### src/rtl/core/pagerank_push_csr_engine_defines.svh
// Assertion macros shared by the engine RTL.
`ifndef PAGERANK_PUSH_CSR_ENGINE_DEFINES_SVH
`define PAGERANK_PUSH_CSR_ENGINE_DEFINES_SVH

// Same-cycle implication checked on every clock edge out of reset.
`define PR_ASSERT_NOW(lbl, ante, cons) \
  lbl: assert property (@(posedge clk) disable iff (!rst_n) (ante) |-> (cons)) \
    else $error("engine check failed");

// Next-cycle implication checked on every clock edge out of reset.
`define PR_ASSERT_NEXT(lbl, ante, cons) \
  lbl: assert property (@(posedge clk) disable iff (!rst_n) (ante) |=> (cons)) \
    else $error("engine check failed");

`endif

### src/rtl/core/pr_ram.sv
// ----------------------------------------------------------------------------
// Generic RAM
// One write port and one read port with registered read data.
// ----------------------------------------------------------------------------
`timescale 1ns / 1ps
module pr_ram #(
  parameter int WIDTH = 32,
  parameter int DEPTH = 128
) (
  input  logic                     clk,
  input  logic                     wr_en,
  input  logic [$clog2(DEPTH)-1:0] wr_addr,
  input  logic [WIDTH-1:0]         wr_data,
  input  logic [$clog2(DEPTH)-1:0] rd_addr,
  output logic [WIDTH-1:0]         rd_data
);
  logic [WIDTH-1:0] mem [DEPTH];

  always_ff @(posedge clk) begin
    if (wr_en) begin
      mem[wr_addr] <= wr_data;
    end
    rd_data <= mem[rd_addr];
  end
endmodule

### config.mk
export PLATFORM = sky130hd
export DESIGN_NAME = pr_ram
export DESIGN_NICKNAME = d
export VERILOG_FILES = /design/src/rtl/core/pagerank_push_csr_engine_defines.svh /design/src/rtl/core/pr_ram.sv
export SDC_FILE = /design/constraint.sdc
export NUM_CORES = 2
export LEC_CHECK = 0
export BUFFER_PORTS_ARGS = -buffer_cell sky130_fd_sc_hd__buf_4
export CAP_MARGIN = 20
export CELL_PAD_IN_SITES_DETAIL_PLACEMENT = 1
export CELL_PAD_IN_SITES_GLOBAL_PLACEMENT = 1
export CORE_MARGIN = 5
export CORE_UTILIZATION = 30
export DETAILED_ROUTE_END_ITERATION = 8
export HOLD_SLACK_MARGIN = 0.03
export PLACE_DENSITY_LB_ADDON = 0.1
export SLEW_MARGIN = 20
export SYNTH_ARGS = -nofsm -noshare
export SYNTH_HDL_FRONTEND = slang
export SYNTH_SLANG_ARGS = --single-unit
### constraint.sdc
create_clock -name clk -period 5.19 [get_ports clk]
set_input_delay 1.2975 -clock clk [delete_from_list [all_inputs] [get_ports clk]]
set_output_delay 1.2975 -clock clk [all_outputs]
set_load 0.01 [all_outputs]
==> impl_metrics.toml <==
[floorplanning]
num_rows = 265
dieArea_um2 = 535000
coreArea_um2 = 520000
pin_count = 80
initial_core_util = 0.301
fp.dieW_um = 732
die_y_um = 732

[final_layout]
drive_gt1_frac = 0.377
num-fill-cells = 49100
layout-area-overhead-vs-synth_pct = 18.3
finalInstanceArea_um2 = 185000
final_cells = 14000
nets = 6670

[worst_hold_path]
hp-start = "wr_data[17]"
worstHoldPathType = "in2reg"
min_path_cells = 1
hold_end = "mem[87][17]"

[synth]
ys_seq_elements = 4128
async_flop_share = 0
synth_top_area_share = 0.787
synth_edf_count = 4096
synth_area_per_cell_um2 = 26.1
yosysSeqAreaShare = 0.791
syn_nets = 6038
yosys-top-cells-area = "edfxtp_1, mux4_2, clkbuf_1, dfxtp_1, nor2_1"
synthAdderAreaFrac = 0
postSynthCellCount = 5990
synth_xor_area_frac = 0
synth_ff_type = "edfxtp_1"
synth.area.mux_share = 0.196
synth_compound_area_frac = 0
synth_top_area_cell = "edfxtp_1"
ys_types = 17
synth_top_family_by_area = "multiplexers"
synth_area_um2 = 156000
synth_simple_gate_area_frac = 0.00446
yosysWarnings = 0

[clocking]
path_clk_slew_ns = 0.06
cts_made_buffers = 456
postCtsHoldBufs = 0
clock-sinks = 4128
tritoncts = "built"
clk_latency_ns = 1.02
cts_resized = 0
cts_setup_buffers = 0
root_buffer = "clkbuf_16"
clk_path_buf_depth = 4
cts-htree-levels = 5

[routing]
wl_um = 518000
ant_nets = 0
viasPerCell = 5.12
route.detailed.drc = 0
vias = 71600
initialDrtViolationCount = 8018
wl_per_cell_um = 37.0
dr.pass1.iters = 5

[power_and_ir_drop]
cellPowerDensity_nw_per_um2 = 395
ir_drop_uv = 268
p_int_w = 0.0568
swShare = 0.222
pwr-share-comb = 0.056
p_clk_frac = 0.438
p_leak_nw = 56.1
power_switching_w = 0.0163
power_frac_seq = 0.507

[critical_path]
r2r_setup_slack_ns = 2.43
cpLargestDelayFamily = "multiplexers"
crit_path_cell_trace = "buf_16, buf_12, buf_12, buf_4, mux4_2, mux4_2, mux4_2, mux2_2"
timing.critical_path.buf_inv = 4
crit_fanout = 32
reg2regPathDepth = 4
crit_top_cell = "mux4_2"
worstReg2RegStart = "mem[39][20]"
max_stage_delay_ns = 0.65
arrival_ns = 4.68
startpoint = "rd_addr[0]"
start_kind = "input pin"
critPathKind = "in2reg"
slowest_stage = "mux4_2"
regToRegEndpoint = "rd_data[20]"
crit_path_end_kind = "flop"
critPathRequiredTime_ns = 6.09

[sta]
drv_slew = 0
fin_crit_sh = 0.729
worst_pin_slew_ns = 1.16
hold_viol_final = 0
setup_ws_ns = 1.41
final.setup.tns_ns = 0
fin_skew_ns = 0.0566
fmax_mhz = 264
fin_crit_ns = 3.78
setup_viol_count_final = 0
rsz0062_at_grt = "false"
slew_headroom = 0.222

[global_routing]
grt_first_pass_wirelength_um = 695000
grt_max_degree = 118
grt_use_total = 0.190
overflow = 0
grt_pass1_vias = 76400
antenna_found_initial = 98

[placement]
gp_congestion = 0.741
place_ws_ns = 0.314
portBuffers = 79
place_hpwl_um = 299000
place_area_um2 = 170000
dp_cells = 13100

[run_status]
status = "finished clean"

[run]
drv_cap = 0
-- kinds of logic after synthesis --
kind of cell / count (synthesis)
flip-flops: 4128
multiplexers: 1376
buffers and inverters: 316
AND/OR/NAND/NOR: 170
-- worst max path at each step --
stage	slack (ns)	depth (start not counted)	to
after floorplan	0.65	3	mem[98][0]
after detailed placement	0.31	8	rd_data[29]
final	1.41	8	rd_data[14]
after global placement	0.31	8	rd_data[29]
after global routing	1.38	8	rd_data[29]
after CTS	1.43	8	rd_data[29]
-- power groups by stage --
| stage | logic (W) | registers, W | clock network (W) |
|---|---|---|---|
| floorplan | 0.00178 | 0.0376 | 0 |
| global placement | 0.00414 | 0.0377 | 0 |
| detailed placement | 0.00418 | 0.0377 | 0 |
| CTS | 0.00419 | 0.0370 | 0.0329 |
| global route | 0.00427 | 0.0370 | 0.0343 |
| finish | 0.00407 | 0.0370 | 0.0320 |
-- layout by cell type (no fill, tap or decap), types with 8 or more instances in the layout --
master,count
buf_12,141
buf_4,341
bufinv_16,39
clkbuf_1,93
clkbuf_16,465
clkbuf_8,16
clkinv_1,114
clkinv_2,90
clkinvlp_4,10
dfxtp_1,32
diode_2,42
edfxtp_1,4096
mux2_2,32
mux4_2,1344
nand2_1,11
nand3_1,8
nor2_4,119
nor3_2,9
-- state kept, by name, summed over array words and instances, names as in the netlist --
| signal | cells |
|---|---|
| mem | 4096 |
| rd_data | 32 |
-- per-stage QoR --
| step | total power (W) | utilization | hold WS, ns |
|---|---|---|---|
| after detailed placement | 0.0419 | 0.327 | 1.14 |
| after CTS | 0.0741 | 0.355 | 0.485 |
| after global placement | 0.0419 | 0.327 | 1.13 |
| after floorplan | 0.0394 | - | 1.07 |
| after global routing | 0.0756 | 0.356 | 0.547 |
| final | 0.0731 | 0.356 | 0.588 |
-- cell type report --
class / instances / area, µm² / share of cell area
Antenna cell: 42 / 105 / 0.000568
Clock buffer: 574 / 12200 / 0.0660
Sequential cell: 4128 / 124000 / 0.669
Tap cell: 6942 / 8690 / 0.0470
Multi-Input combinational cell: 1546 / 32300 / 0.175
Clock inverter: 272 / 2450 / 0.0132
Timing Repair Buffer: 490 / 5550 / 0.0300
-- layer usage --
metal	track usage	share of wire
met1	0.274	0.45
met2	0.310	0.48
met3	0.0295	0.054
met4	0.0312	0.017
met5	0	0.00020
-- Yosys cell counts, types with 2 or more instances --
cell / number
dfxtp_1: 32
nor2_1: 122
nand2b_1: 2
buf_4: 3
edfxtp_1: 4096
buf_1: 50
clkbuf_1: 182
nand3_1: 12
mux4_2: 1344
nor3_1: 9
nand2_1: 14
buf_2: 79
nor2b_1: 7
mux2_2: 32
nand4_1: 3
buf_6: 2
(Power assumes the default switching activity.)
