**config.mk**
```make
export PLATFORM = sky130hd
export DESIGN_NAME = pr_div
export DESIGN_NICKNAME = d
export VERILOG_FILES = /design/src/rtl/core/pagerank_push_csr_engine_defines.svh /design/src/rtl/core/pr_div.sv
export SDC_FILE = /design/constraint.sdc
export NUM_CORES = 1
export LEC_CHECK = 0
export ABC_CLOCK_PERIOD_IN_PS = 2500
export BUFFER_PORTS_ARGS = -buffer_cell sky130_fd_sc_hd__buf_2
export CAP_MARGIN = 10
export CORE_UTILIZATION = 53
export CTS_CLUSTER_DIAMETER = 100
export DETAILED_ROUTE_END_ITERATION = 8
export GPL_TIMING_DRIVEN = 0
export PLACE_DENSITY = 0.9
export REMOVE_ABC_BUFFERS = 1
export SYNTH_ARGS = -nofsm -noshare
export SYNTH_HDL_FRONTEND = slang
export SYNTH_SLANG_ARGS = --single-unit
```
**constraint.sdc**
```tcl
create_clock -name clk -period 2.5 [get_ports clk]
set_input_delay 0.25 -clock clk [delete_from_list [all_inputs] [get_ports clk]]
set_output_delay 0.25 -clock clk [all_outputs]
set_load 0.01 [all_outputs]
```
**src/rtl/core/pagerank_push_csr_engine_defines.svh**
```systemverilog
// Assertion macros shared by the engine RTL.
`ifndef PAGERANK_PUSH_CSR_ENGINE_DEFINES_SVH
`define PAGERANK_PUSH_CSR_ENGINE_DEFINES_SVH

// Same-cycle implication checked on every clock edge out of reset.
`define PR_ASSERT_NOW(lbl, ante, cons) \
  lbl: assert property (@(posedge clk) disable iff (!rst_n) (ante) |-> (cons)) \
    else $error("engine check failed");

// Next-cycle implication checked on every clock edge out of reset.
`define PR_ASSERT_NEXT(lbl, ante, cons) \
  lbl: assert property (@(posedge clk) disable iff (!rst_n) (ante) |=> (cons)) \
    else $error("engine check failed");

`endif

```
**src/rtl/core/pr_div.sv**
```systemverilog
// ----------------------------------------------------------------------------
// PageRank engine divider
// Restoring divider, one quotient bit per cycle.
// ----------------------------------------------------------------------------
`timescale 1ns / 1ps
module pr_div (
  input  logic        clk,
  input  logic        rst_n,
  input  logic        start,
  input  logic [31:0] dividend,
  input  logic [10:0] divisor,
  output logic        done,
  output logic [31:0] quotient
);
  logic        busy_r, busy_nxt;
  logic [4:0]  cnt_r, cnt_nxt;
  logic [31:0] quo_r, quo_nxt;
  logic [10:0] rem_r, rem_nxt;
  logic [10:0] dvs_r, dvs_nxt;
  logic        done_r, done_nxt;
  logic [11:0] trial;

  assign trial = {rem_r, quo_r[31]};

  always_comb begin
    busy_nxt = busy_r;
    cnt_nxt  = cnt_r;
    quo_nxt  = quo_r;
    rem_nxt  = rem_r;
    dvs_nxt  = dvs_r;
    done_nxt = 1'b0;
    if (start) begin
      busy_nxt = 1'b1;
      cnt_nxt  = '0;
      quo_nxt  = dividend;
      rem_nxt  = '0;
      dvs_nxt  = divisor;
    end else if (busy_r) begin
      if (trial >= {1'b0, dvs_r}) begin
        rem_nxt = 11'(trial - {1'b0, dvs_r});
        quo_nxt = {quo_r[30:0], 1'b1};
      end else begin
        rem_nxt = trial[10:0];
        quo_nxt = {quo_r[30:0], 1'b0};
      end
      cnt_nxt = cnt_r + 5'd1;
      if (cnt_r == 5'd31) begin
        busy_nxt = 1'b0;
        done_nxt = 1'b1;
      end
    end
  end

  always_ff @(posedge clk) begin
    if (!rst_n) begin
      busy_r <= 1'b0;
      done_r <= 1'b0;
      cnt_r  <= '0;
    end else begin
      busy_r <= busy_nxt;
      done_r <= done_nxt;
      cnt_r  <= cnt_nxt;
    end
    quo_r <= quo_nxt;
    rem_r <= rem_nxt;
    dvs_r <= dvs_nxt;
  end

  assign done     = done_r;
  assign quotient = quo_r;
endmodule

```
==> results of run 1 <==
==> how the worst max path moves through the flow <==
stage	end	slack, ns	cells after the start
floorplan	rem_r[0]	-0.02	9
detailed placement	rem_r[0]	-0.32	9
global route	rem_r[10]	-0.04	10
finish	rem_r[0]	0.08	9
CTS	rem_r[0]	0.02	9
global placement	rem_r[0]	-0.26	9
==> logic make-up (layout without fill, tap and decap cells) <==
logic type / count (synthesis) / in the layout / synth area share (%)
buffers and inverters: 24 / 119 / 3.190
AOI/OAI and AO/OA: 39 / 40 / 9.244
muxes: 41 / 41 / 14.89
xor gates and xnor gates: 8 / 8 / 2.290
and+or+nand+nor: 57 / 57 / 10.43
adders and majority gates: 14 / 14 / 5.972
DFF: 61 / 61 / 53.99
==> per-stage QoR <==
| stage | area, um^2 | utilization [%] | setup WS [ns] | setup TNS [ns] |
|---|---|---|---|---|
| 2_1_floorplan | 3018 | - | -0.01918 | -0.01918 |
| 3_3_place_gp | 3498 | 63.14 | -0.2584 | -1.838 |
| 3_5_place_dp | 3498 | 63.14 | -0.3250 | -2.560 |
| 4_1_cts | 3747 | 67.64 | 0.02081 | 0 |
| 5_1_grt | 3807 | 68.72 | -0.03587 | -0.08082 |
| 6_report | 3807 | 68.72 | 0.07645 | 0 |
==> report_power, final <==
| part | internal [mW] | total [mW] | switching, mW | leakage, nW |
|---|---|---|---|---|
| Clock | 0.450 | 0.825 | 0.375 | 0.0911 |
| Sequential | 1.19 | 1.25 | 0.0609 | 0.577 |
| Combinational | 0.297 | 0.613 | 0.315 | 0.923 |
| Total | 1.94 | 2.69 | 0.751 | 1.59 |
==> sequential cells by signal, summed over array words and instances, names as in the netlist <==
register  flops
cnt_r         5
dvs_r        11
done          1
quotient     32
rem_r        11
busy_r        1
==> cell usage in the layout, fill, tap and decap left out, types with 2 or more instances in the layout <==
cell type,count
nor2b_1,2
nor4bb_1,2
o22ai_1,2
inv_1,14
mux2i_1,8
a21oi_1,4
clkinv_1,3
clkbuf_8,9
nor2_1,22
nand2b_1,5
xnor2_1,6
dfxtp_1,18
ha_1,12
nand2_1,8
mux2_2,32
o21ai_4,3
buf_2,78
nand3_1,3
buf_4,10
a311oi_1,2
nand4_1,2
o31a_1,2
o21ai_0,7
a211oi_1,7
xor2_1,2
clkinv_2,2
o21a_1,3
o211ai_1,2
edfxtp_1,43
==> area by class of cell <==
type	instances	area (um^2)	share of cell area (%)
Clock buffer	10	127.6	3.352
Multi-Input combinational cell	160	1361	35.75
Timing Repair Buffer	88	465.4	12.22
Clock inverter	6	55.05	1.446
Sequential cell	61	1652	43.38
Tap cell	72	90.09	2.366
Inverter	15	56.30	1.479
==> routing by layer <==
layer	vias up	global-route usage, %
met3	18	6.941
met4	0	11.67
met2	86	37.61
li1	1095	-
met1	1051	24.92
met5	-	0
==> what timing repair did <==
action,CTS,global route
setup buffers,4,6
setup endpoints to repair,12,11
gates cloned,1,0
pin swaps,1,4
resized for setup,3,5
==> results.cfg, run 1 <==
[floorplanning]
core_um2 = 5540
dieArea_um2 = 6080
fp.dieW_um = 77.98
num_io_pins = 79
start_util_pct = 55.22
die_h_um = 77.98
std_cell_rows = 27

[global_routing]
grtUsageTotal_pct = 22.17
antenna_found_initial = 0
grt_max_degree = 60
grt_pass1_wl_mm = 10.18
grt.overflow.total = 0
grt_pass1_vias = 2349

[sta]
setup_violations = 0
hold_viol_final = 0
hold_slack_ns = 0.09150
relSlewSlack_pct = 18.07
max_freq_mhz = 412.6
period_share_pct = 96.94
finalClockSkew_ns = 0.006613
tightest_slew_ns = 1.229
period_needed_ns = 2.424
slew_violations = 0

[clock_tree]
clockBufferDepth = 2
numCtsBuffers = 9
cts_tree = built
clock_sinks = 61
ctsRootBufferMaster = clkbuf_8
holdBufCountCts = 0
htreeDepth = 3
clkLatencyLatePin_ns = 0.34
clkSlewWorstSetupHoldPaths_ns = 0.07

[worst_setup_path]
path_class = register to register
crit_fanout = 5
r2r-start = quotient[31]
critical_path_buf_inv_count = 1
critPathSlowestCell = fa_2
worstSetupStartpointType = register
regToRegSetupSlack_ns = 0.08
crit_path_frequent_cell = o21ai_4
reg2reg_depth = 9
crit_family = compound AO/OA/AOI/OAI gates
r2r_end = rem_r[0]
worst_ep_arrival_time_ns = 2.67
endpoint_kind = register
cp_slowest_stage_delay_ns = 0.37
crit_chain = inv_1 > ha_1 > fa_2 > nor2b_2 > o31a_1 > o21ai_4 > o21ai_4 > mux2_4 > a211oi_2
critical_path_required_ns = 2.75
crit_start = quotient[31]

[hold_path]
whs_path_depth = 1
whs_endpoint = dvs_r[7]
hold_start = divisor[7]
hp-class = input pin to register

[place]
portBuffers = 78
placedCellCount = 385
globalplace.congestion = 0.8312
hpwl_mm = 4.169

[synthesis]
yosysTopAreaCell = edfxtp_1
synth.cells.most_frequent = 43 x edfxtp_1, 32 x mux2_2, 22 x nor2_1
synth_top_cell_area_share_pct = 42.21
synth_edf_count = 43
synth_area_leaders = edfxtp_1 42%, dfxtp_1 12%, mux2_2 12%
ys_warn_count = 0
yosysMostFrequentCell = edfxtp_1
synth_area_um2 = 3059
synthFlopType = edfxtp_1
async_flop_share_pct = 0
synth_seq_cells = 61
postSynthCellCount = 244
synth_area_per_cell_um2 = 12.54
ys_seq_area_share_pct = 53.99
synth_cell_types = 48

[routing]
drc = 0
top_layer_used = met4
wl_per_cell_um = 15.78
postRouteAntennaNets = 0
wirelength_mm = 6.500
drt_iter0_drc = 121
wl_met1_mm = 2.652
wl_met3_um = 490
detailedRoute.firstPassIterationCount = 4
wl_met2_mm = 3.228
viasPerCell = 5.461
vias = 2250

[pwr]
power_density_nw_per_um2 = 706.7
power_mw = 2.691
p_leak_nw = 1.592
peakVddDrop_v = 0.0004995

[cells_and_area]
area_growth_pct = 24.46
fill_cells = 401
nNetsFinal = 395
stdcell_count = 412
diodes = 0
drive_gt1_share_pct = 43.53

[outcome]
outcome = complete, no violations

[run]
drv_cap = 0
(Power assumes the default switching activity.)
==> run 2, diff against run 1 <==
--- a/config.mk
+++ b/config.mk
@@ -12,7 +12,7 @@
 export CTS_CLUSTER_DIAMETER = 100
 export DETAILED_ROUTE_END_ITERATION = 8
 export GPL_TIMING_DRIVEN = 0
-export PLACE_DENSITY = 0.9
+export PLACE_DENSITY = 0.89
 export REMOVE_ABC_BUFFERS = 1
 export SYNTH_ARGS = -nofsm -noshare
 export SYNTH_HDL_FRONTEND = slang
==> run 2 against run 1 <==
Against the previous run:
- first-iteration DRC count up 14%
- via count up 2.4%
- critical endpoint is now rem_r[4]
- non-clock buffer count down 2
- sequential share of layout area up 0.21 points
- largest power group unchanged
- critical path type unchanged
- largest cell class unchanged
- total power up 0.54%
==> results.cfg, run 2 (synthesis gave the netlist of run 1 again) <==
[clock_tree]
ctsRootBufferMaster = clkbuf_8
cts_tree = built
numCtsBuffers = 9
clkSlewWorstSetupHoldPaths_ns = 0.07
clkLatencyLatePin_ns = 0.33
clock_sinks = 61
htreeDepth = 3
clockBufferDepth = 2

[worst_setup_path]
cp_slowest_stage_delay_ns = 0.37
worstSetupStartpointType = register
reg2reg_depth = 10
endpoint_kind = register
path_class = register to register
crit_chain = inv_1 > ha_1 > fa_2 > nor2b_1 > o31a_1 > o21ai_4 > o21ai_4 > buf_4 > mux2i_1 > a211oi_1
critPathSlowestCell = fa_2
critical_path_required_ns = 2.65
crit_fanout = 5
regToRegSetupSlack_ns = 0.05
r2r-start = quotient[31]
crit_path_frequent_cell = o21ai_4
r2r_end = rem_r[4]
worst_ep_arrival_time_ns = 2.60

[routing]
wl_per_cell_um = 16.42
vias = 2304
viasPerCell = 5.633
drt_iter0_drc = 138
postRouteAntennaNets = 0
detailedRoute.firstPassIterationCount = 5
drc = 0
wirelength_mm = 6.714

[sta]
relSlewSlack_pct = 18.15
period_share_pct = 97.88
finalClockSkew_ns = 0.007941
hold_slack_ns = 0.08688
hold_viol_final = 0
max_freq_mhz = 408.6
period_needed_ns = 2.447
fin_ws_ns = 0.05291
setup_violations = 0
slew_violations = 0
tightest_slew_ns = 1.228

[floorplanning]
die_h_um = 77.98
start_util_pct = 55.22
core_um2 = 5540
std_cell_rows = 27
fp.dieW_um = 77.98
dieArea_um2 = 6080
num_io_pins = 79

[place]
pre_cts_ws_ns = -0.2975
placedCellCount = 385
hpwl_mm = 4.225
portBuffers = 78
globalplace.congestion = 0.7958

[cells_and_area]
largest_reg_flops = 32
final_common_cell = buf_2
fill_cells = 409
diodes = 0
stdcell_count = 409
mostFrequentLayoutCells = 78 x buf_2, 43 x edfxtp_1, 32 x mux2_2, 22 x nor2_1, 18 x dfxtp_1
drive_gt1_share_pct = 42.73
fin_util_pct = 68.38
area_growth_pct = 23.84
nNetsFinal = 393

[pwr]
p_sw_mw = 0.7450
comb_power_share_pct = 22.7
clock_power_share_pct = 31.0
power_density_nw_per_um2 = 714.0
power.internal_mw = 1.960
p_leak_nw = 1.588
swShare_pct = 27.54
p_seq_share_pct = 46.3
peakVddDrop_v = 0.0004861

[hold_path]
whs_endpoint = dvs_r[2]
whs_path_depth = 1
hp-class = input pin to register
hold_start = divisor[2]

[run]
drv_cap = 0

[global_routing]
grtUsageTotal_pct = 22.63
antenna_found_initial = 0
grt_max_degree = 60
grt_pass1_vias = 2242
grt_pass1_wl_mm = 10.29
grt.overflow.total = 0

[outcome]
outcome = complete, no violations
-- run 2: worst max path at each step --
stage	startpoint	end	slack [ns]
2_1_floorplan	quotient[31]	rem_r[0]	-0.02
3_3_place_gp	quotient[31]	rem_r[0]	-0.25
3_5_place_dp	quotient[31]	rem_r[0]	-0.30
4_1_cts	quotient[31]	rem_r[8]	0.02
5_1_grt	quotient[31]	rem_r[4]	-0.01
6_report	quotient[31]	rem_r[4]	0.05
-- run 2: layout make-up --
type | count | area, um^2 | share of cell area, %
inverters | 15 | 56.30 | 1.486
flip-flops and latches | 61 | 1652 | 43.59
clock inverters | 3 | 37.54 | 0.9908
well taps | 72 | 90.09 | 2.378
multi-input cells | 160 | 1354 | 35.73
repair buffers | 86 | 454.2 | 11.99
clock buffers | 12 | 145.1 | 3.831
-- run 2: what timing repair did --
item	CTS	global route
buffers inserted	4	4
hold buffers	0	0
setup endpoints to repair	12	11
resized for setup	3	5
pin swaps	1	4
gates cloned	1	0
-- run 2: worst max-delay path: cells and delay by family (launching register included) --
| kind | cells | cell delay (ns) |
|---|---|---|
| AOI/OAI and AO/OA | 4 | 0.69 |
| adders and majority gates | 2 | 0.62 |
| DFF | 1 | 0.34 |
| buffers and inverters | 2 | 0.23 |
| muxes | 1 | 0.20 |
| and+or+nand+nor | 1 | 0.16 |
-- run 2: stage by stage --
stage	setup TNS [ns]	total power [mW]	instance area [um^2]
after floorplan	-0.01918	1.622	3018
final	0	2.705	3789
after detailed placement	-2.388	1.801	3498
after CTS	0	2.670	3747
after global placement	-1.680	1.775	3498
after global routing	-0.03673	2.807	3789
-- run 2: metal layers --
metal  track usage (%)  vias to the layer above  share of wire (%)  wire (um)
met5                 0                        -                  0          0
met4             9.259                        0                2.0        136
met3             8.706                       16                7.3        493
met2             38.94                       91                 50       3382
met1             25.02                     1104                 40       2702
li1                  -                     1093                  -          -
-- run 2: power groups by stage --
stage / Sequential (mW) / Clock (mW) / Combinational (mW)
floorplan: 1.29 / 0 / 0.335
global placement: 1.27 / 0 / 0.508
detailed placement: 1.27 / 0 / 0.531
CTS: 1.25 / 0.842 / 0.575
global route: 1.26 / 0.884 / 0.659
finish: 1.25 / 0.838 / 0.613
